===== src/gpa_queue.sv =====
// gpa_queue: small register queue with push/full and pop/empty
// generic over width and depth, no package dependency
`timescale 1ns / 1ps
`default_nettype none

module gpa_queue #(
    parameter int WIDTH = 8,
    parameter int DEPTH = 2
) (
    input  wire logic             clk,
    input  wire logic             rst_n,
    input  wire logic             push,
    input  wire logic [WIDTH-1:0] wdata,
    output logic                  full,
    input  wire logic             pop,
    output logic [WIDTH-1:0]      rdata,
    output logic                  empty
);

    localparam int AW = (DEPTH > 1) ? $clog2(DEPTH) : 1;
    localparam int CW = $clog2(DEPTH + 1);

    logic [WIDTH-1:0] mem_reg [DEPTH];
    logic [AW-1:0]    wr_ptr_reg, wr_ptr_next;
    logic [AW-1:0]    rd_ptr_reg, rd_ptr_next;
    logic [CW-1:0]    count_reg, count_next;
    logic             do_push, do_pop;

    assign full    = (count_reg == CW'(DEPTH));
    assign empty   = (count_reg == '0);
    assign do_push = push && !full;
    assign do_pop  = pop && !empty;
    assign rdata   = mem_reg[rd_ptr_reg];

    always_comb
    begin
        wr_ptr_next = wr_ptr_reg;
        rd_ptr_next = rd_ptr_reg;
        count_next  = count_reg;
        if (do_push)
        begin
            wr_ptr_next = (wr_ptr_reg == AW'(DEPTH - 1)) ? '0 : wr_ptr_reg + AW'(1);
        end
        if (do_pop)
        begin
            rd_ptr_next = (rd_ptr_reg == AW'(DEPTH - 1)) ? '0 : rd_ptr_reg + AW'(1);
        end
        if (do_push && !do_pop)
        begin
            count_next = count_reg + CW'(1);
        end
        else if (do_pop && !do_push)
        begin
            count_next = count_reg - CW'(1);
        end
    end

    always_ff @(posedge clk or negedge rst_n)
    begin
        if (!rst_n)
        begin
            wr_ptr_reg <= '0;
            rd_ptr_reg <= '0;
            count_reg  <= '0;
        end
        else
        begin
            wr_ptr_reg <= wr_ptr_next;
            rd_ptr_reg <= rd_ptr_next;
            count_reg  <= count_next;
        end
    end

    always_ff @(posedge clk)
    begin
        if (do_push)
        begin
            mem_reg[wr_ptr_reg] <= wdata;
        end
    end

endmodule

`default_nettype wire


===== config.mk =====
export PLATFORM = sky130hd
export DESIGN_NAME = gpa_queue
export DESIGN_NICKNAME = d
export VERILOG_FILES = /design/src/gpa_queue.sv
export SDC_FILE = /design/constraint.sdc
export NUM_CORES = 1
export LEC_CHECK = 0
export ABC_AREA = 0
export BUFFER_PORTS_ARGS = -buffer_cell sky130_fd_sc_hd__buf_2
export CORE_MARGIN = 2
export CORE_UTILIZATION = 43
export DETAILED_ROUTE_END_ITERATION = 16
export GPL_ROUTABILITY_DRIVEN = 0
export GPL_TIMING_DRIVEN = 0
export PLACE_DENSITY = 0.68
export REMOVE_ABC_BUFFERS = 1
export SLEW_MARGIN = 25
export SYNTH_ARGS = -nofsm -noshare
export SYNTH_HDL_FRONTEND = slang
export SYNTH_SLANG_ARGS = --single-unit

===== constraint.sdc =====
create_clock -name clk -period 1.8 [get_ports clk]
set_clock_uncertainty 0.05 [all_clocks]
set_input_delay 0.09 -clock clk [delete_from_list [all_inputs] [get_ports clk]]
set_output_delay 0.09 -clock clk [all_outputs]
set_load 0.03 [all_outputs]

# Yosys cells after proc, flatten, opt, wreduce, memory -nomap -nowiden
# Memory sizes are Yosys's and may differ from the RTL's.
# Cells that the tools add are included.
# word_totals
word_cells	25
mem_count	1
ramBits	16
register_bits	4
out_inout_bits	10
inputBits	12
# op_classes
addsub	4
eq_ne	1
muxes	6
reduce_logical	10
# mem_list
name	words	word_bits	rd	rd_ports_with_merged_regs	write_ports	line_no	source
mem_reg	2	8	1	0	1	23	logic [WIDTH-1:0] mem_reg [DEPTH];
# op_table
op	n
$logic_and 1x1->1	4
$logic_not 1->1	4
$mux 1	4
$mux 2	2
$add 1x1->1 const B	2
$add 2x1->2 const B	1
$eq 2x2->1 const B	1
$logic_not 2->1	1
$reduce_bool 2->1	1
$sub 2x1->2 const B	1

# Longest topological paths before layout
# Gate-level depths: netlist of the first run.
# logic_depth
depth_word	7
mapped_depth	7

# Worst setup path before layout of the first run
# Ideal clock, no wire load.
# synth_timing
path_kind	register to register
startpoint	register count_reg[0]
endpoint	memory mem_reg[0][0], enable pin
synth_period_minus_slack_ps	1442
t_required_ps	1380
path_stages_with_launch	4
path_buffers	0
arrival_ps	1022
slack_ps	358
cell_sequence	dfrtp_1 nand2b_1 nand2_2 nor2_1
# synth_via
elab_chain_len	5
# synth_rtl
item	line_no	source
from (decl)	26	logic [CW-1:0] count_reg, count_next;
from (signal assigned)	70	count_reg <= count_next;
$eq 2x2->1	29	assign full = (count_reg == CW'(DEPTH));
$logic_not 1->1	31	assign do_push = push && !full;
$logic_and 1x1->1	31	
$mux 1	76	if (do_push)
$mux 1 (not written as such)	78	mem_reg[wr_ptr_reg] <= wdata;
to (decl)	23	
# No other way between the ends.

# Worst setup path after layout of the first run
# layout_timing
startpoint	register count_reg[0]
endpoint	memory mem_reg[0][1], enable pin
# The elaborated chain is that of the path after synthesis.

==> results of run 1 <==
==> worst paths after layout <==
kind / start / endpoint / slack, ns / cells past startpoint
max: count_reg[0] / mem_reg[0][1] / 0.11 / 3
min reg2reg: count_reg[1] / count_reg[1] / 0.48 / 1
max reg2reg: count_reg[0] / mem_reg[0][1] / 0.11 / 3
min: push / wr_ptr_reg / 0.05 / 3
max in group asynchronous: rst_n / wr_ptr_reg / 1.51 / 2
min in group asynchronous: rst_n / count_reg[0] / 0.08 / 2
==> per-layer routing <==
metal	vias up	GRT usage	share of wire
li1	224	-	-
met1	220	0.154	0.43
met2	10	0.206	0.53
met3	0	0.0392	0.040
met4	0	0.0444	0
met5	-	0	0
==> cell usage in the layout, fill, tap and decap left out <==
cell type and count:
sky130_fd_sc_hd__buf_2 21, sky130_fd_sc_hd__edfxtp_1 16, sky130_fd_sc_hd__dlygate4sd3_1 9, sky130_fd_sc_hd__mux2_1 6, sky130_fd_sc_hd__dfrtp_1 4, sky130_fd_sc_hd__nor2_1 3
sky130_fd_sc_hd__clkbuf_4 3, sky130_fd_sc_hd__mux2_2 2, sky130_fd_sc_hd__inv_1 2, sky130_fd_sc_hd__xnor2_1 2, sky130_fd_sc_hd__xor2_1 2, sky130_fd_sc_hd__nand2b_1 1
sky130_fd_sc_hd__nand2_2 1, sky130_fd_sc_hd__o21ai_1 1, sky130_fd_sc_hd__and3_1 1, sky130_fd_sc_hd__xnor2_2 1, sky130_fd_sc_hd__ha_1 1, sky130_fd_sc_hd__clkbuf_8 1
==> power by group through the flow <==
stage                     sequential (mW)  clock, mW  combinational [mW]
after global placement              0.759          0               0.625
after CTS                           0.754      0.252               0.650
final                               0.751      0.248               0.641
after detailed placement            0.764          0               0.632
after floorplan                     0.733          0               0.488
after global routing                0.771      0.272               0.683
==> layout make-up <==
cell class,instances,area share
clock buffers,4,0.0349
inverters,2,0.00722
multi-input cells,21,0.182
flip-flops and latches,20,0.558
repair buffers,30,0.188
well taps,25,0.0301
==> what timing repair did <==
item / in CTS / in global routing
endpoints found under the hold margin: 20 / 0
hold buffers: 9 / 0
buffers inserted: 0 / 0
==> metrics by stage <==
stage / instance area, sq um / setup WS [ns]
floorplan: 777 / 0.358
global placement: 913 / 0.112
detailed placement: 913 / 0.101
CTS: 1040 / 0.0799
global route: 1040 / 0.00873
finish: 1040 / 0.114
==> logic make-up (layout without fill, tap and decap cells) <==
kind of cell / Yosys count / in the layout / share of synthesized area
xor gates and xnor gates: 5 / 5 / 0.0656
and+or+nand+nor: 6 / 6 / 0.0384
AOI/OAI and AO/OA: 1 / 1 / 0.00639
muxes: 8 / 8 / 0.115
buffers and inverters: 3 / 36 / 0.0160
DFF: 20 / 20 / 0.742
adders and majority gates: 1 / 1 / 0.0160
==> worst register-to-register path, cell delays in order (launching register included) <==
cell,delay (ns)
sky130_fd_sc_hd__dfrtp_1,0.44
sky130_fd_sc_hd__nand2b_1,0.18
sky130_fd_sc_hd__nand2_2,0.10
sky130_fd_sc_hd__nor2_1,0.56
==> results summary, run 1 <==
The flow ran to the end, and the final reports show no timing, DRC or antenna violations. For the final routed database, the setup TNS stands at 0 ns. The required time reported for the critical path endpoint came out at 1.68 ns. Of the total power, the share spent switching nets is 0.378. The via density per instance came out at 4.45. The largest single stage delay on the critical path is 0.56 ns. The worst slew margin relative to its limit came out at 0.519. The share of synthesized area in the top cell type comes to 0.614. The final clock period utilization by the worst path came out at 0.936. The count of endpoints failing setup in the final report is 0. The violation count after the first detailed-routing iteration came out at 7. The routed layout has 454 vias.

The number of flip-flops in the largest register is 16. The mapped cell area came out at 782 sq um. Setup repair after global routing left no endpoint under its margin.

The starting utilization of the core area is 0.453. The synthesized area divided by synthesized cell count came out at 17.8 sq um. Once the clock tree was built, the resizer swapped 0 gates to a different size. The cell family contributing the most delay on the critical path is simple AND/OR/NAND/NOR gates. The number of warnings printed during yosys synthesis came out at 0. The instance count after placement with tap cells included is 89. Dividing total power by cell area gives a power density of 1580 nW/um^2. The final-report max-slew violation count came out at 0. The total wire length after detailed routing is 1240 um. The number of enable-type register cells in the synthesized netlist came out at 16. The maximum vdd drop is 0.839 mV.

The combined area of the multi-input logic cells is 189 sq um. The share of power burned in registers is 0.458. From bottom edge to top edge, the die measures 46.6 um.

The insertion delay of the later-clocked pin in the worst-skew pair came out at 0.28 ns. The proportion of synthesized flip-flops having asynchronous set or reset is 0.200. The maximum clock path buffer count came out at 2.

The floorplan step set the die width to 46.6 um. The transition at the pin with the smallest max-transition slack came out at 0.719 ns. The initial antenna violation count came out at 0. Across all hold checks on the routed design, the worst slack comes to 0.0516 ns. The H-tree depth came out at 1. Power comes to 1.64 mW. The commonest cells after synthesis are 16 x sky130_fd_sc_hd__edfxtp_1, 6 x sky130_fd_sc_hd__mux2_1, 4 x sky130_fd_sc_hd__dfrtp_1, 3 x sky130_fd_sc_hd__nor2_1. The register area share after synthesis is 0.742. Measured on the finished design, the core utilization comes to 0.602. The count of buffering cells on the critical path with inverters included is 0. The area growth from synthesis to layout is 33.0%. Once detail routing completed, the nets flagged for antenna violations numbered 0. For the worst setup path, the data arrival time is 1.57 ns. The final global-route overflow total came out at 0. The routed wire length per instance came out at 12.1 um. The count of max-cap constraint violations came out at 0. The largest net degree at the start of global routing is 12. The register cell area after layout is 581 sq um.

The total internal power came out at 1.02 mW. The post-route DRC violation count came out at 0. The I/O pin count is 22.

The area of the core region came out at 1730 sq um. The most frequently used cell type in the post-synthesis netlist is sky130_fd_sc_hd__edfxtp_1. The clock buffer count from CTS came out at 3.

Counting the fill cells in the layout gives 154. The top cell type by total area after synthesis is sky130_fd_sc_hd__edfxtp_1. The fmax is 593 MHz. The clock transition at the registers of the reported paths came out at 0.11 ns. The number of cells in the finished layout apart from fillers came out at 102.

After synthesis, the cell types taking the most area are sky130_fd_sc_hd__edfxtp_1 61%, sky130_fd_sc_hd__dfrtp_1 13%, sky130_fd_sc_hd__mux2_1 8.6%, sky130_fd_sc_hd__mux2_2 2.9%, sky130_fd_sc_hd__xnor2_1 2.2%. The total net switching power is 0.620 mW. The largest fanout on the critical path came out at 8. The share of post-route cells with drive strength above 1 is 0.377. The iteration count of the initial detailed-routing pass is 3. The number of unique standard cell types used by synthesis came out at 15. Of the total power, combinational logic draws 0.391. The master of the slowest instance on the critical path is sky130_fd_sc_hd__nor2_1. The number of global-route vias before repair came out at 424.

The path type of the worst min-delay path is input port to flop. The final hold violation count is 0. STA classifies the critical path endpoint as a flop. The area of the die is 2180 sq um. The first-pass GRT wire length is 1840 um. The critical path is of the flop to flop type. The standard-cell row count came out at 15.

The number of clock sinks seen by CTS came out at 20. The root buffer selected by CTS is sky130_fd_sc_hd__clkbuf_4. The gate count after technology mapping is 44. The total global routing track utilization is 0.125. In this run, synthesis produced a sequential element count of 20. The number of antenna diodes is 0. The count of buffers from port buffering is 21. The flip-flop cell with the highest count after synthesis is sky130_fd_sc_hd__edfxtp_1. The net count reported at finish is 91.

Of the total power, the clock network draws 0.151. TritonCTS built the clock tree. The shortest clock period the worst path allows after layout came out at 1.69 ns. The analysis attributes to cell leakage a power of 0.433 nW. The signal on the critical path passes through nand2b_1 -> nand2_2 -> nor2_1. The type of origin of the critical path is a flop.
Note: power is estimated with default switching activity, not from simulation.
==> run 2: changes to the inputs <==
- MAX_ROUTING_LAYER: unset -> met4
- PLACE_DENSITY: 0.68 -> unset
- PLACE_DENSITY_LB_ADDON: unset -> 0.12
- SETUP_SLACK_MARGIN: unset -> 0.4
==> run 2 against run 1 <==
  * Die area unchanged
  * Register-to-register slack improved by 0.30 ns
  * Routed wire length grew 4.8%
  * Core utilization increased by 11 points
  * Clock power shrank 16%
==> results summary, run 2 (synthesis gave the netlist of run 1 again) <==
The final global-route overflow total came out at 0 (unchanged). The post-route DRC violation count is 0 (unchanged). The via density per instance came to 4.32 (-3.0%). The count of endpoints failing setup in the final report was 0 (unchanged).

The final-report max-slew violation count came out at 0 (unchanged). The path class of the tightest hold or removal check is input port to asynchronous set/reset pin. The maximum clock path buffer count came out at 2 (unchanged). The area of placed instances came out at 913 sq um (unchanged). The power per unit of standard cell area is 1660 nW/um^2 (+5.5%). The met3 layer usage reported by global route was 0.0353 (-0.00392).

The violation count after the first detailed-routing iteration came out at 0 (-7). The number of global-route vias before repair is 463 (+9.2%). The setup path with the least slack is of type flop to output pin. The number of fill cells in the layout was 130 (-16%). The share of power burned in registers is 0.361 (-0.097). After global routing, the most crowded layer is met2. The vertical die dimension is 46.6 um (unchanged). The routed wire length per instance is 11.8 um (-2.8%). The total global routing track utilization came out at 0.139 (+0.0147). The area of the die was 2180 sq um (unchanged). The first-pass GRT wire length is 1960 um (+6.8%).

The initial antenna violation count came out at 0 (unchanged). The flow ran to the end, and the final reports show no timing, DRC or antenna violations. The clock transition at the registers of the reported paths came out at 0.10 ns (about the same).

The required time reported for the critical path endpoint is 1.66 ns (-0.02 ns). The total net switching power is 0.737 mW (+19%). The iteration count of the initial detailed-routing pass is 1 (-2). The final total negative setup slack came out at 0 ns (unchanged).

The power share of the combinational group came out at 0.537 (+0.146). The insertion delay of the later-clocked pin in the worst-skew pair is 0.28 ns (about the same). The final clock period utilization by the worst path is 0.800 (-0.136). The met2 track utilization from global routing came out at 0.233 (+0.0278). The total internal power is 1.31 mW (+29%). The area of the core region is 1730 sq um (unchanged). The share of post-route cells with drive strength above 1 came to 0.612 (+0.235).

The detailed-placement wirelength estimate is 770 um. The I/O pin count is 22 (unchanged). The die extent in x is 46.6 um (unchanged). The largest net degree at the start of global routing is 12 (unchanged).

The number of clock sinks seen by CTS is 20 (unchanged). The total number of vias is 475 (+4.6%). The number of antenna diodes came out at 0 (unchanged).

The largest fanout on the critical path is 4 (-4). The final hold violation count came out at 0 (unchanged). The number of flip-flops in the largest register is 16 (unchanged). The clock network power share is 0.102 (-0.049). The worst path arrival time came out at 1.30 ns (-0.27 ns). The switching power share of the total came out at 0.359 (-0.0184). The relative area change from synthesis to final layout is 57.6%.

The type of element capturing the critical path is an output pin. CTS placed an instance of sky130_fd_sc_hd__clkbuf_4 at the clock tree root. The standard-cell row count came to 15 (unchanged). The worst slew margin relative to its limit came out at 0.833 (+0.314).

The transition at the pin with the smallest max-transition slack is 0.251 ns (-0.469 ns). The count of max-cap constraint violations came to 0 (unchanged). The H-tree depth is 1 (unchanged). The most common cell after layout, fill and taps aside is sky130_fd_sc_hd__edfxtp_1.

The met1 capacity usage during global routing was 0.169 (+0.0149). The net count reported at finish is 99 (+8.8%). The shortest clock period the worst path allows after layout was 1.44 ns (-0.246 ns).

The total wire length after detailed routing came out at 1300 um (+4.8%). The post-layout instance area is 1230 sq um (+19%). Leaving out fill and tap cells, the most frequent cells in the layout are 16 x sky130_fd_sc_hd__edfxtp_1, 12 x sky130_fd_sc_hd__buf_2, 12 x sky130_fd_sc_hd__buf_6, 9 x sky130_fd_sc_hd__dlygate4sd3_1, 6 x sky130_fd_sc_hd__mux2_4. The clock buffer count from CTS was 3 (unchanged). The standby leakage power is 0.520 nW (+20%). The starting utilization of the core area came out at 0.453 (unchanged). The clock tree from TritonCTS is yes. Setup repair after global routing could not meet its margin everywhere.

The fmax is 694 MHz (+17%). The count of buffers from port buffering is 21 (unchanged). The number of routed nets with antenna violations came to 0 (unchanged).

The worst setup path is launched from a flop. The maximum vdd drop is 1.21 mV (+44%).
==> run 2: cell types whose count changed in the layout (fill, tap and decap cells not counted), moves of 2 or more <==
| cell | change |
|---|---|
| sky130_fd_sc_hd__nor2_1 | -3 |
| sky130_fd_sc_hd__dfrtp_1 | -2 |
| sky130_fd_sc_hd__mux2_1 | -6 |
| sky130_fd_sc_hd__buf_4 | +5 |
| sky130_fd_sc_hd__buf_6 | +12 |
| sky130_fd_sc_hd__mux2_4 | +6 |
| sky130_fd_sc_hd__buf_2 | -9 |
| sky130_fd_sc_hd__nor2_2 | +2 |
| sky130_fd_sc_hd__dfrtp_2 | +2 |
==> run 2: worst paths after layout <==
check	startpoint	to	slack, ns	depth (start not counted)
min in group clk	pop	rd_ptr_reg	0.11	4
worst min register to register	wr_ptr_reg	wr_ptr_reg	0.53	1
worst min-delay path	rst_n	count_reg[1]	0.07	2
worst max register to register	count_reg[0]	count_reg[1]	0.41	7
max in group asynchronous	rst_n	rd_ptr_reg	1.49	2
worst max-delay path	rd_ptr_reg	rdata[3]	0.36	3
==> run 2: critical path: stages (launching register included) <==
cell and delay [ns]:
sky130_fd_sc_hd__dfrtp_2 0.44, sky130_fd_sc_hd__buf_6 0.14, sky130_fd_sc_hd__mux2_4 0.29, sky130_fd_sc_hd__buf_6 0.14
==> run 2: final cells by class <==
cell class	count	area, sq um	share of cell area
clock buffers	3	22.5	0.0183
clock inverters	1	3.75	0.00305
inverters	2	7.51	0.00609
multi-input cells	21	262	0.212
flip-flops and latches	20	583	0.473
well taps	25	31.3	0.0254
repair buffers	38	323	0.262
==> run 2: repair_timing <==
action	CTS	global route
gates resized for setup	33	10
hold buffers	9	0
buffers inserted	7	1
endpoints found under the setup margin	26	26
hold endpoints to repair	20	0
pin swaps	2	4
==> run 2: power groups by stage <==
stage | Combinational (mW) | Sequential, mW | Clock, mW
after floorplan | 0.488 | 0.733 | 0
after global placement | 0.629 | 0.756 | 0
after detailed placement | 0.629 | 0.760 | 0
after CTS | 1.04 | 0.732 | 0.211
after global routing | 1.17 | 0.754 | 0.246
final | 1.10 | 0.742 | 0.208
==> run 2: per-layer routing <==
metal	up-vias	wire length, um
met1	221	577
li1	242	-
met4	0	0
met3	0	38
met5	-	0
met2	12	683
==> run 2: stage by stage <==
stage | utilization | instances | power [mW] | hold WS, ns | setup WS, ns
floorplan | - | 43 | 1.22 | -0.256 | 0.358
global placement | 0.529 | 89 | 1.38 | -0.149 | 0.0776
detailed placement | 0.529 | 89 | 1.39 | -0.150 | 0.119
CTS | 0.691 | 109 | 1.98 | 0.0118 | 0.358
global route | 0.714 | 110 | 2.17 | 0.0696 | 0.306
finish | 0.714 | 110 | 2.05 | 0.0748 | 0.360
==> run 3: changes to the inputs <==
- clock period: 1.8 -> 1.4 ns (I/O delays scaled with it)
==> run 3 against run 2 <==
  * The flow now finishes with violations (negative setup slack)
  * Clock power rose by 26%
  * Critical path type unchanged
  * Final area rose by 5.9%
  * Routed wire length rose by 10%
  * Critical path depth did not move
  * Flip-flop and latch count did not move
  * First-iteration DRC count rose by 4
  * Non-clock buffer count rose by 4
  * Power rose by 40%
  * Core utilization rose by 4.2 points
==> results summary, run 3 (synthesis gave the netlist of run 1 again) <==
The count of buffering cells on the critical path with inverters included came out at 2 (unchanged). The largest fanout on the critical path came out at 4 (unchanged). The setup slack on the worst flop-to-flop path is -0.01 ns (-0.42 ns). The vertical die dimension came out at 46.6 um (unchanged). The I/O pin count is 22 (unchanged). The die extent in x was 46.6 um (unchanged). The final reports fail on negative setup slack. The number of flip-flops in the largest register is 16 (unchanged). The number of buffers inserted for hold repair after clock tree synthesis came out at 9 (unchanged).

The number of antenna diodes came out at 0 (unchanged). The power per unit of standard cell area was 2200 nW/um^2 (+32%). The utilization after layout came out at 0.756 (+0.0420). The count of endpoints failing setup in the final report is 6 (+6). The largest net degree at the start of global routing is 12 (unchanged). The number of global-route vias before repair came to 494 (+6.7%). In this run the critical register-to-register path is captured at count_reg[1].

The number of fill cells in the layout was 123 (-5.4%). The net count reported at finish is 103 (+4.0%). The maximum vdd drop came out at 1.67 mV (+38%). The fmax came out at 707 MHz. In the layout the commonest cells are 19 x sky130_fd_sc_hd__buf_6, 16 x sky130_fd_sc_hd__edfxtp_1, 11 x sky130_fd_sc_hd__buf_2, 9 x sky130_fd_sc_hd__dlygate4sd3_1, 6 x sky130_fd_sc_hd__mux2_4. The standard-cell row count came out at 15 (unchanged). STA classifies the critical path endpoint as an output pin. The first-pass GRT wire length is 2100 um (+7.0%). The share of post-route cells with drive strength above 1 is 0.640 (+0.0287).

The post-route DRC violation count came out at 0 (unchanged). The start of the worst register-to-register path is count_reg[0]. The final global-route overflow total came to 0 (unchanged). The flow ran to the end, but the final reports show violations. The total number of vias came out at 501 (+5.5%).

The number of cells traversed by the worst register-to-register path was 7 (unchanged). The number of cells in the finished layout apart from fillers came out at 114 (+3.6%). The total global routing track utilization came out at 0.148 (+0.00839). The total power consumption of the routed design is 2.87 mW (+40%).

The number of routed nets with antenna violations is 0 (unchanged). The post-layout instance area was 1310 sq um (+5.9%). The required time reported for the critical path endpoint came out at 1.28 ns (-0.38 ns). The H-tree depth was 1 (unchanged). The clock buffer count from CTS came out at 3 (unchanged). The relative area change from synthesis to final layout is 66.9%. The count of buffers from port buffering was 21 (unchanged).

The cell sitting at the root of the clock tree is a sky130_fd_sc_hd__clkbuf_4. On the critical path, the stage with the largest delay is an instance of sky130_fd_sc_hd__dfrtp_2. The start-to-end type of the worst setup path is flop to output pin. The worst setup margin came out at -0.0143 ns (-0.374 ns).

The most numerous cell on the critical path is sky130_fd_sc_hd__buf_6. The final hold violation count is 0 (unchanged). Of the available clock period, the critical path in the final layout requires 1.01. The final-report max-slew violation count came out at 0 (unchanged).

The worst slew margin relative to its limit was 0.834 (+0.00114). The tightest min-delay check is of the input port to flop type. The via density per instance is 4.39 (+1.8%). The initial antenna violation count is 0 (unchanged).

The transition at the pin with the smallest max-transition slack is 0.249 ns (-0.00171 ns). The insertion delay of the later-clocked pin in the worst-skew pair came out at 0.28 ns (about the same). The detailed-placement wirelength estimate came to 770 um (unchanged). Traced cell by cell, the critical path runs through buf_6 -> mux2_4 -> buf_6.

The iteration count of the initial detailed-routing pass came out at 4 (+3). The total number of cells along the worst setup path is 3 (unchanged). The area of the die was 2180 sq um (unchanged). The area of the core region is 1730 sq um (unchanged). The clock transition at the registers of the reported paths is 0.10 ns (about the same). The standby leakage power is 0.552 nW (+6.1%). The count of max-cap constraint violations is 0 (unchanged). In this design, the largest share of critical-path delay is due to flip-flops. The starting utilization of the core area came out at 0.453 (unchanged). The instance count after placement with tap cells included is 89 (unchanged).

The startpoint identified for the worst hold timing path is pop. The violation count after the first detailed-routing iteration was 4 (+4). The number of clock sinks seen by CTS came out at 20 (unchanged).

The critical path ends at rdata[3]. The routed wire length per instance came out at 12.6 um (+6.4%). Leaving out fill and tap cells, the most frequent cell in the layout is sky130_fd_sc_hd__buf_6. The total wire length after detailed routing came to 1430 um (+10%). The most critical setup path has its startpoint at rd_ptr_reg. Setup repair after global routing could not meet its margin everywhere. The worst setup path is launched from a flop. The delay of the slowest cell on the worst path is 0.44 ns (about the same).

The final total negative setup slack is -0.0583 ns (-0.0583 ns). The clock tree from TritonCTS is yes. The shortest clock period the worst path allows after layout is 1.41 ns. The maximum clock path buffer count is 2 (unchanged). The area of placed instances is 913 sq um (unchanged). The worst path arrival time is 1.29 ns (about the same).
run 3: cell count changes in the layout (fill, tap and decap cells not counted), sizes merged:
cell	delta
buf	+4
run 3: how the worst min path moves through the flow:
stage	end	slack, ns	cells after the start
after global routing	rd_ptr_reg	-0.004	3
final	rd_ptr_reg	0.02	3
after detailed placement	rd_ptr_reg	-0.17	1
after global placement	count_reg[0]	-0.17	1
after CTS	rd_ptr_reg	0.01	3
after floorplan	count_reg[0]	-0.28	0
run 3: cell type report:
class | count | area (sq um) | share of cell area
Clock buffer | 3 | 22.5 | 0.0173
Clock inverter | 1 | 3.75 | 0.00288
Inverter | 2 | 7.51 | 0.00575
Multi-Input combinational cell | 21 | 275 | 0.211
Sequential cell | 20 | 583 | 0.447
Tap cell | 25 | 31.3 | 0.0240
Timing Repair Buffer | 42 | 382 | 0.292
run 3: power breakdown:
group | switching, mW | internal [mW]
Clock | 0.160 | 0.103
Combinational | 0.741 | 0.913
Sequential | 0.115 | 0.837
run 3: worst register-to-register path: stages, from the launching register on:
cell	delay, ns
sky130_fd_sc_hd__dfrtp_1	0.42
sky130_fd_sc_hd__nand2b_4	0.17
sky130_fd_sc_hd__nand2_4	0.08
sky130_fd_sc_hd__inv_2	0.04
sky130_fd_sc_hd__ha_4	0.14
sky130_fd_sc_hd__xor2_1	0.14
sky130_fd_sc_hd__nor2_1	0.14
sky130_fd_sc_hd__xor2_1	0.17
run 3: metrics by stage:
stage                     hold WS [ns]  setup WS [ns]
after global routing          -0.00365        -0.0950
final                           0.0201        -0.0143
after CTS                      0.00998        -0.0216
after floorplan                 -0.276        -0.0422
after global placement          -0.169         -0.322
after detailed placement        -0.170         -0.281
run 3: repair_timing:
action	in CTS	in global routing
setup endpoints to repair	29	29
hold endpoints to repair	20	1
pin swaps	4	3
gates resized for setup	49	3
setup buffers	10	2
run 3: layer usage:
layer  global-route usage  wire length (um)
met1                0.171               573
met2                0.258               803
met3               0.0353                45
met4               0.0333                10
met5                    -                 0
